File: src/sv/bim_pkg.sv
// ----------------------------------------------------------------------------
// bim_pkg
// Shared types, constants and the hash function of the bidirectional id map.
// ----------------------------------------------------------------------------
package bim_pkg;

    // Label store: one 32-bit label per dense vertex index
    localparam int LABEL_DEPTH = 1024;
    localparam int LABEL_AW    = $clog2(LABEL_DEPTH);
    localparam int LABEL_W     = 32;

    // Reverse hash: twice as many slots as labels, each holds index+1 or 0
    localparam int SLOT_COUNT  = 2 * LABEL_DEPTH;
    localparam int SLOT_AW     = $clog2(SLOT_COUNT);
    localparam int FILL_W      = LABEL_AW + 1;

    localparam logic [31:0] HASH_MULT = 32'h9E37_79B1;
    localparam logic [31:0] MISS_WORD = 32'hFFFF_FFFF;

    // Opcodes
    localparam logic [1:0] OP_INSERT       = 2'd0;
    localparam logic [1:0] OP_LABEL_OF_IDX = 2'd1;
    localparam logic [1:0] OP_IDX_OF_LABEL = 2'd2;

    // Result kinds chosen by the controller
    localparam logic [2:0] RES_MISS   = 3'd0;
    localparam logic [2:0] RES_FULL   = 3'd1;
    localparam logic [2:0] RES_INSERT = 3'd2;
    localparam logic [2:0] RES_FWD    = 3'd3;
    localparam logic [2:0] RES_REV    = 3'd4;

    typedef struct packed {
        logic [1:0]         opcode;
        logic signed [31:0] label;
        logic [9:0]         vertex_index;
    } in_word_t;

    typedef struct packed {
        logic signed [31:0] answer;
        logic               hit;
        logic               table_full;
    } out_word_t;

    // Controller to datapath
    typedef struct packed {
        logic       accept;
        logic       clear_step;
        logic       label_append;
        logic       hash_rd;
        logic       hash_write;
        logic       entry_rd;
        logic       fwd_rd;
        logic       slot_advance;
        logic       load_result;
        logic [2:0] result_kind;
    } cmd_t;

    // Datapath to controller
    typedef struct packed {
        logic [1:0] opcode;
        logic       full;
        logic       fwd_in_range;
        logic       entry_empty;
        logic       label_match;
        logic       clear_last;
        logic       out_free;
    } status_t;

    // Multiplicative hash modulo the slot count: only the low bits matter
    function automatic logic [SLOT_AW-1:0] home_slot(input logic [31:0] lab);
        logic [2*SLOT_AW-1:0] prod;
        prod = lab[SLOT_AW-1:0] * HASH_MULT[SLOT_AW-1:0];
        return prod[SLOT_AW-1:0];
    endfunction

    // Slot that the preloaded label -1 occupies after reset
    localparam logic [SLOT_AW-1:0] HOME_MISS = home_slot(MISS_WORD);

endpackage

File: src/sv/bim_ctrl.sv
// ----------------------------------------------------------------------------
// bim_ctrl
// Sequencer: clearing pass, decode, hash probing and result hand-off.
// ----------------------------------------------------------------------------
module bim_ctrl (
    input  logic             aclk,
    input  logic             aresetn,
    input  logic             s_valid,
    output logic             s_ready,
    input  bim_pkg::status_t st,
    output bim_pkg::cmd_t    cmd
);

    localparam logic [2:0] ST_CLEAR    = 3'd0;
    localparam logic [2:0] ST_IDLE     = 3'd1;
    localparam logic [2:0] ST_DECODE   = 3'd2;
    localparam logic [2:0] ST_HASH_RD  = 3'd3;
    localparam logic [2:0] ST_HASH_CHK = 3'd4;
    localparam logic [2:0] ST_LBL_CHK  = 3'd5;
    localparam logic [2:0] ST_FWD_CHK  = 3'd6;
    localparam logic [2:0] ST_OUT      = 3'd7;

    logic [2:0] state_reg, state_next;
    logic [2:0] kind_reg, kind_next;

    // State and result kind registers
    always_ff @(posedge aclk) begin
        if (!aresetn) begin
            state_reg <= ST_CLEAR;
            kind_reg  <= bim_pkg::RES_MISS;
        end else begin
            state_reg <= state_next;
            kind_reg  <= kind_next;
        end
    end

    assign s_ready = (state_reg == ST_IDLE);

    // Next state and commands
    always_comb begin
        state_next = state_reg;
        kind_next  = kind_reg;
        cmd        = '0;
        cmd.result_kind = kind_reg;
        case (state_reg)
            ST_CLEAR: begin
                cmd.clear_step = 1'b1;
                if (st.clear_last) begin
                    state_next = ST_IDLE;
                end
            end
            ST_IDLE: begin
                if (s_valid) begin
                    cmd.accept = 1'b1;
                    state_next = ST_DECODE;
                end
            end
            ST_DECODE: begin
                case (st.opcode)
                    bim_pkg::OP_INSERT: begin
                        if (st.full) begin
                            kind_next  = bim_pkg::RES_FULL;
                            state_next = ST_OUT;
                        end else begin
                            cmd.label_append = 1'b1;
                            state_next       = ST_HASH_RD;
                        end
                    end
                    bim_pkg::OP_LABEL_OF_IDX: begin
                        if (st.fwd_in_range) begin
                            cmd.fwd_rd = 1'b1;
                            state_next = ST_FWD_CHK;
                        end else begin
                            kind_next  = bim_pkg::RES_MISS;
                            state_next = ST_OUT;
                        end
                    end
                    bim_pkg::OP_IDX_OF_LABEL: begin
                        state_next = ST_HASH_RD;
                    end
                    default: begin
                        kind_next  = bim_pkg::RES_MISS;
                        state_next = ST_OUT;
                    end
                endcase
            end
            ST_HASH_RD: begin
                cmd.hash_rd = 1'b1;
                state_next  = ST_HASH_CHK;
            end
            ST_HASH_CHK: begin
                // Empty slot ends the probe; an insert claims it
                if (st.entry_empty) begin
                    if (st.opcode == bim_pkg::OP_INSERT) begin
                        cmd.hash_write = 1'b1;
                        kind_next      = bim_pkg::RES_INSERT;
                    end else begin
                        kind_next = bim_pkg::RES_MISS;
                    end
                    state_next = ST_OUT;
                end else begin
                    cmd.entry_rd = 1'b1;
                    state_next   = ST_LBL_CHK;
                end
            end
            ST_LBL_CHK: begin
                // Matching label: first index wins, so an insert leaves the slot
                if (st.label_match) begin
                    if (st.opcode == bim_pkg::OP_INSERT) begin
                        kind_next = bim_pkg::RES_INSERT;
                    end else begin
                        kind_next = bim_pkg::RES_REV;
                    end
                    state_next = ST_OUT;
                end else begin
                    cmd.slot_advance = 1'b1;
                    state_next       = ST_HASH_RD;
                end
            end
            ST_FWD_CHK: begin
                kind_next  = bim_pkg::RES_FWD;
                state_next = ST_OUT;
            end
            ST_OUT: begin
                if (st.out_free) begin
                    cmd.load_result = 1'b1;
                    state_next      = ST_IDLE;
                end
            end
            default: begin
                state_next = ST_IDLE;
            end
        endcase
    end

endmodule

File: config.mk
export PLATFORM = sky130hd
export DESIGN_NAME = bim_ctrl
export DESIGN_NICKNAME = d
export VERILOG_FILES = /design/src/sv/bim_pkg.sv /design/src/sv/bim_ctrl.sv
export SDC_FILE = /design/constraint.sdc
export NUM_CORES = 1
export LEC_CHECK = 0
export BUFFER_PORTS_ARGS = -buffer_cell sky130_fd_sc_hd__clkbuf_2
export CORE_AREA = 2 2 40 42
export CTS_BUF_LIST = sky130_fd_sc_hd__clkbuf_16
export CTS_CLUSTER_SIZE = 12
export DETAILED_ROUTE_END_ITERATION = 10
export DIE_AREA = 0 0 42 44
export PLACE_DENSITY = 0.71
export SKIP_CTS_REPAIR_TIMING = 1
export SYNTH_ARGS = -nofsm -noshare
export SYNTH_HDL_FRONTEND = slang
export SYNTH_SLANG_ARGS = --single-unit
File: constraint.sdc
create_clock -name aclk -period 4.9 [get_ports aclk]
set_clock_uncertainty 0.2 [all_clocks]
set_input_delay 0.735 -clock aclk [delete_from_list [all_inputs] [get_ports aclk]]
set_output_delay 0.735 -clock aclk [all_outputs]
set_load 0.01 [all_outputs]
# Word-level counts from Yosys, hierarchy flattened

Index checks and enable logic that the tools add are counted.

$add $sub $neg: 0
Multipliers: 0
Divide/modulo/power cells: 0
Magnitude comparators: 0
Equality and inequality tests: 17
Shifts and indexed selects: 0
Muxes and demuxes: 35
Bitwise logic cells: 0
Reduce and logical (&&, ||, !) cells: 5

Operators by type and width:

| kind               | count |
|---|---|
| $mux 3             | 10 |
| $pmux 3 s8         | 1 |
| $mux 1             | 18 |
| $pmux 3 s3         | 2 |
| $eq 3x3->1 const B | 4 |
| $ne 2x2->1 const B | 6 |
| $pmux 3 s4         | 1 |
| $eq 3x2->1 const B | 2 |
| $mux 2             | 3 |
| $ne 3x3->1 const B | 2 |
| $reduce_and 6->1   | 1 |
| $reduce_bool 4->1  | 1 |
| $eq 3x1->1 const B | 1 |
| $logic_not 3->1    | 1 |
| $reduce_and 3->1   | 1 |
| $eq 2x1->1 const B | 1 |
| $eq 2x2->1 const B | 1 |
| $logic_not 2->1    | 1 |

Flip-flop bits (word level): 6
Bits in latches: 0
Bits in writable memories: 0
Bits in read-only memories: 0
Input port bits: 11
Output and inout bits: 13
Logic and storage cells: 59
Memories: 0

# Longest topological paths before layout

Gate-level depths: netlist of run 1.

Depth after elaboration: 4
Gate-level depth with buffers: 5
Depth with buffers taken out: 4

# Least setup slack after synthesis of run 1

OpenSTA, ideal clock, no wires.

Path type: in2out
Start point: input port st[7] (netlist bit)
End point: output port cmd[5] (netlist bit)
Data arrival time: 1.434 ns
Data required time: 3.965 ns
Slack: 2.531 ns
Stages on the path: 2
Buffers on the path: 0
Path through: or4b_4 > nor2_1

RTL lines:

| what            | line           | source |
|---|---|---|
| start, declared | bim_ctrl.sv:10 | `input bim_pkg::status_t st,` |
| end, declared   | bim_ctrl.sv:11 | `output bim_pkg::cmd_t cmd` |

==> reports/results.ini, run 1 <==
[run_status]
status=completed

[clocking]
root_buffer=clkbuf_16
numCtsBuffers=3
clkTransAtPathRegs_ps=30
cts.path.max_buffers=2
h-tree-depth=1
cts_tree=built
cts_sinks=6
clk_latency_ps=230

[timing]
slew-limit-headroom=0.644
tns_ps=0
finalHoldViolCount=0
clock.fmax_ghz=0.387
setup_ws_ps=2320
final.min_clock_period_ps=2580
rsz0062_at_grt=no
worst_slew_pin_slew_ps=534
setup_viol=0
finalCritPeriodShare=0.527
drv_slew=0
worst_hold_slack_ps=255

[synthesis]
synth_compound_area_frac=0.261
synth_xor_area_frac=0
yosys.area_share.simple=0.358
synth_warnings=0
post_synth_num_cell_types=25
synth_area_sq_um=465
syn_inst=64
syn_area_per_cell_sq_um=7.27
synth-seq-cells=6
ys_seq_area_frac=0.258
synth_top_family_by_area=simple AND/OR/NAND/NOR gates
synthMuxAreaShare=0.0645
syn_nets=75
synthAdderAreaFrac=0

[finish]
drive_above_1_share=0.349
fin_nets=99
final_common_cell=clkbuf_2
postLayoutCoreUtil=0.465
syn_to_final_growth_pct=41.7
layout_common_cells=23 x clkbuf_2, 10 x nor2_1, 8 x nand2_1
insertedDiodeCount=0

[drt]
avgRoutedWirePerCell_microns=10.9
drtAntennaViolNets=0
drtIter0Drc=7
vias_per_cell=5.08
vias=518
drtPass1Iterations=4
wirelength_microns=1120
drc=0

[floorplan]
die-area_sq_um=1850
rows=14
die_h_microns=44
io_pins=24
fp.dieW_microns=42
start_util=0.328
placeableCoreArea_sq_um=1420

[setup_path]
end_kind=output pin
path_delay_family=simple AND/OR/NAND/NOR gates
timing.critical_path.mode_cell=clkbuf_2
cp-start-kind=primary input
crit_path_top_delay_cell=or4b_4
crit_buf_inv=2
critPathRequiredTime_ps=3960
cp_cell_sequence=clkbuf_2, or4b_4, nor2_1, clkbuf_2
path_class=primary input to output pin
cp.arrival_ps=1650
max_stage_delay_ps=520
critPathMaxFanout=6

[pwr]
ir_worst_vdd_v=0.000218
power.total_mw=0.256
p_leak_nw=0.276
power_density_nw_per_um2=387

[grt]
grt_usage=0.130
grt_max_degree=17
antenna_found_initial=0
grt_pass1_wl_microns=1840
overflow=0
grt_pass1_vias=441

[place]
port_buffers=23
post-place-ws_ps=2320
gp_congestion=0.831
hpwl_microns=845

[min_path]
hold_class=flip-flop to flip-flop

[job]
cap_violations=0

-- area by class of cell --
cell class                 instances  area, sq um
tap                               16         20.0
clock buffer                       3         75.1
multi-input combinational         51          318
timing repair buffer              23          115
inverter                           3         11.3
fill                             144          759
sequential                         6          120
-- kinds of logic after synthesis --
logic type,Yosys count
compound gates,14
flops,6
mux,3
buf+inv,7
simple gates,34
-- synthesized netlist by cell type --
cell type,instances,area [sq um]
o21ai_0,3,15.0
o21bai_1,1,7.51
a221oi_1,1,8.76
clkbuf_1,3,11.3
nor4_1,2,12.5
nand2b_1,3,18.8
or4b_4,1,13.8
o211ai_1,1,7.51
mux2i_1,3,30.0
o21a_1,1,7.51
nand3_1,1,5.00
inv_1,3,11.3
nor3_1,6,30.0
or2_2,1,6.26
a21oi_1,2,10.0
dfxtp_1,6,120
and2_1,1,6.26
nor2_1,10,37.5
a2111oi_4,1,27.5
o221ai_1,1,8.76
nand2_1,8,30.0
buf_2,1,5.00
a31oi_1,2,12.5
nor2b_1,1,6.26
a21oi_4,1,16.3
-- layer usage --
| layer | vias up | track usage | routed length (microns) |
|---|---|---|---|
| li1 | 275 | - | - |
| met1 | 222 | 0.163 | 481 |
| met2 | 21 | 0.203 | 536 |
| met3 | 0 | 0.0292 | 99 |
| met4 | 0 | 0.0774 | 0 |
| met5 | - | 0 | 0 |
-- final timing paths --
check | from | to | slack, ps | depth (start not counted)
setup / recovery | st[7] | cmd[5] | 2320 | 4
hold / removal | kind_reg[0] | kind_reg[0] | 260 | 2
setup reg to reg | state_reg[1] | kind_reg[2] | 3050 | 4
hold reg to reg | kind_reg[0] | kind_reg[0] | 260 | 2
-- tightest hold or removal path, stage by stage (launching register included) --
cell	delay [ps]
dfxtp_1	300
nand2_1	50
mux2i_1	50
-- per-stage QoR --
step,cells,cell area (sq um)
after floorplan,64,465
after global placement,99,584
after detailed placement,99,584
after CTS,102,659
after global routing,102,659
final,102,659
-- report_power, final --
part	switching, mW	total [mW]	internal, mW
Clock	0.0267	0.131	0.105
Sequential	0.0144	0.0680	0.0537
Combinational	0.0298	0.0561	0.0263
Power figures use the tool's default switching activity.
==> run 2, diff against run 1 <==
Settings changed: ABC_AREA set to 1, CORE_AREA 2 2 40 42 to 2 2 41 43, DIE_AREA 0 0 42 44 to 0 0 43 45, PLACE_DENSITY 0.71 to 0.73.
Clock period 4.9 ns to 2.3 ns, I/O delays scaled along.
==> run 2 against run 1 <==
Net effect: final area grew 7.6%; flip-flop and latch count is the same; sequential power grew 140%; die area grew 4.7%; critical endpoint is now cmd[9].
==> reports/results.ini, run 2 <==
[place]
place_inst=125  ; +26%
gp_congestion=0.809  ; -2.6%
dpl_cell_area_sq_um=634  ; +8.6%
port_buffers=23  ; unchanged
hpwl_microns=1020  ; +20%

[drt]
vias=605  ; +17%
drc=0  ; unchanged
avgRoutedWirePerCell_microns=9.85  ; -10%
wirelength_microns=1260  ; +13%
vias_per_cell=4.73  ; -6.9%
drtAntennaViolNets=0  ; unchanged
drtIter0Drc=12  ; +5
drtPass1Iterations=4  ; unchanged

[synthesis]
syn_area_per_cell_sq_um=5.80  ; -20%
ys_seq_area_frac=0.238  ; -0.0199
synth-seq-cells=6  ; unchanged
synth_warnings=0  ; unchanged
syn_nets=98  ; +31%
post_synth_num_cell_types=19  ; -24%
synth_top_area_cell=dfxtp_1
synthDominantCellAreaShare=0.238  ; -0.0199
synthArstFlopShare=0  ; unchanged
synth_edf_count=0  ; unchanged
synth.most_common_cell=nand2_1
synth_commonest_cells=24 x nand2_1, 15 x inv_1, 12 x nor2_1, 6 x dfxtp_1, 6 x nand3_1
syn_inst=87  ; +36%
synth_area_leaders=dfxtp_1 24%, nand2_1 18%, inv_1 11%
synth_top_flop_cell=dfxtp_1
synth_area_sq_um=504  ; +8.3%

[setup_path]
worstRegToRegCells=7  ; +3
cp-start-kind=flip-flop
cp.arrival_ps=1230  ; -420 ps
reg2reg_from=state_reg[2]
critPathCapture=cmd[9]
critPathMaxFanout=6  ; unchanged
end_kind=output pin
startpoint=state_reg[1]
r2r-end=kind_reg[1]
worst-r2r-setup-slack_ps=700  ; -2350 ps
path_class=flip-flop to output pin
critPathRequiredTime_ps=1750  ; -2210 ps

[pwr]
ir_worst_vdd_v=0.000455  ; +110%
p_leak_nw=0.425  ; +54%
power_density_nw_per_um2=956  ; +150%
sw_frac_of_total=0.346  ; +0.0691
intPower_mw=0.444  ; +140%
power.share.clock=0.413  ; -0.101
seqPwrFrac=0.239  ; -0.027
p_sw_mw=0.235  ; +230%
pwr-share-comb=0.348  ; +0.129

[timing]
setup_viol=0  ; unchanged
finalCritPeriodShare=0.771
rsz0062_at_grt=no
drv_slew=0  ; unchanged
clock.fmax_ghz=0.564
tns_ps=0  ; unchanged
slew-limit-headroom=0.765  ; +0.121
final.min_clock_period_ps=1770
worst_hold_slack_ps=204  ; -50.9 ps
worst_slew_pin_slew_ps=352  ; -182 ps
finalHoldViolCount=0  ; unchanged

[finish]
layout_common_cells=24 x nand2_1, 23 x clkbuf_2, 15 x inv_1
syn_to_final_growth_pct=40.7
drive_above_1_share=0.295  ; -0.0542
fillers=156  ; +8.3%
final_area_sq_um=709  ; +7.6%
insertedDiodeCount=0  ; unchanged
final_common_cell=nand2_1
fin_nets=125  ; +26%
fin_cells=128  ; +25%

[grt]
grt_pass1_wl_microns=2180  ; +19%
grt_usage=0.152  ; +0.0222
overflow=0  ; unchanged
grt_pass1_vias=545  ; +24%
grt_max_degree=13  ; -4
antenna_found_initial=0  ; unchanged

[clocking]
clkTransAtPathRegs_ps=30  ; about the same
numCtsBuffers=3  ; unchanged
cts_sinks=6  ; unchanged
cts_tree=built
clk_latency_ps=230  ; about the same
h-tree-depth=1  ; unchanged
cts.path.max_buffers=2  ; unchanged
root_buffer=clkbuf_16

[floorplan]
die_h_microns=45  ; +2.3%
io_pins=24  ; unchanged
fp.dieW_microns=43  ; +2.4%
rows=14  ; unchanged
start_util=0.343  ; +0.0146
die-area_sq_um=1940  ; +4.7%
placeableCoreArea_sq_um=1470  ; +3.7%

[min_path]
hold_class=primary input to flip-flop

[run_status]
status=completed

[job]
cap_violations=0  ; unchanged

-- run 2: cell types whose count changed after synthesis, sizes merged, moves of 4 or more --
cell,change
nand3,+5
inv,+13
nor2,+7
nor3,-4
nand2,+17
-- run 2: area by class of cell --
| type | instances | area [sq um] | area share |
|---|---|---|---|
| Sequential cell | 6 | 120 | 0.169 |
| Multi-Input combinational cell | 63 | 315 | 0.444 |
| Clock buffer | 3 | 75.1 | 0.106 |
| Inverter | 17 | 63.8 | 0.0899 |
| Timing Repair Buffer | 23 | 115 | 0.162 |
| Tap cell | 16 | 20.0 | 0.0282 |
-- run 2: critical path, cell delays in order, from the launching register on --
cell and delay (ps):
dfxtp_1 430, inv_2 90, nor2_4 160, nand2_4 90
nor2_4 100, clkbuf_2 140
-- run 2: routing by layer --
metal | global-route usage | share of wire
met1 | 0.197 | 0.46
met2 | 0.239 | 0.47
met3 | 0.0240 | 0.071
met4 | 0.0909 | 0
met5 | 0 | 0
-- run 2: logic make-up (layout without fill, tap and decap cells) --
kind of cell	count (synthesis)	in the layout	share of synthesized area
compound gates	10	10	0.112
buf+inv	18	43	0.136
flops	6	6	0.238
simple gates	53	53	0.514
-- run 2: worst min path at each step --
stage	startpoint	to	slack (ps)	cells after the start
4_1_cts	aresetn	state_reg[1]	200	3
3_5_place_dp	kind_reg[1]	kind_reg[1]	280	2
5_1_grt	aresetn	kind_reg[2]	230	3
6_report	aresetn	state_reg[1]	200	3
3_3_place_gp	kind_reg[1]	kind_reg[1]	270	2
2_1_floorplan	aresetn	state_reg[1]	260	2
-- run 2: power groups by stage --
| stage | Clock (mW) | Sequential (mW) | Combinational [mW] |
|---|---|---|---|
| final | 0.280 | 0.162 | 0.236 |
| after CTS | 0.284 | 0.162 | 0.237 |
| after detailed placement | 0 | 0.164 | 0.234 |
| after floorplan | 0 | 0.160 | 0.166 |
| after global placement | 0 | 0.163 | 0.232 |
| after global routing | 0.289 | 0.170 | 0.270 |
-- run 2: through the flow --
step                 util  power [mW]  setup slack [ps]
floorplan               -       0.327               853
global placement    0.431       0.394               667
detailed placement  0.431       0.398               655
CTS                 0.482       0.683               519
global route        0.482       0.729               414
finish              0.482       0.678               527
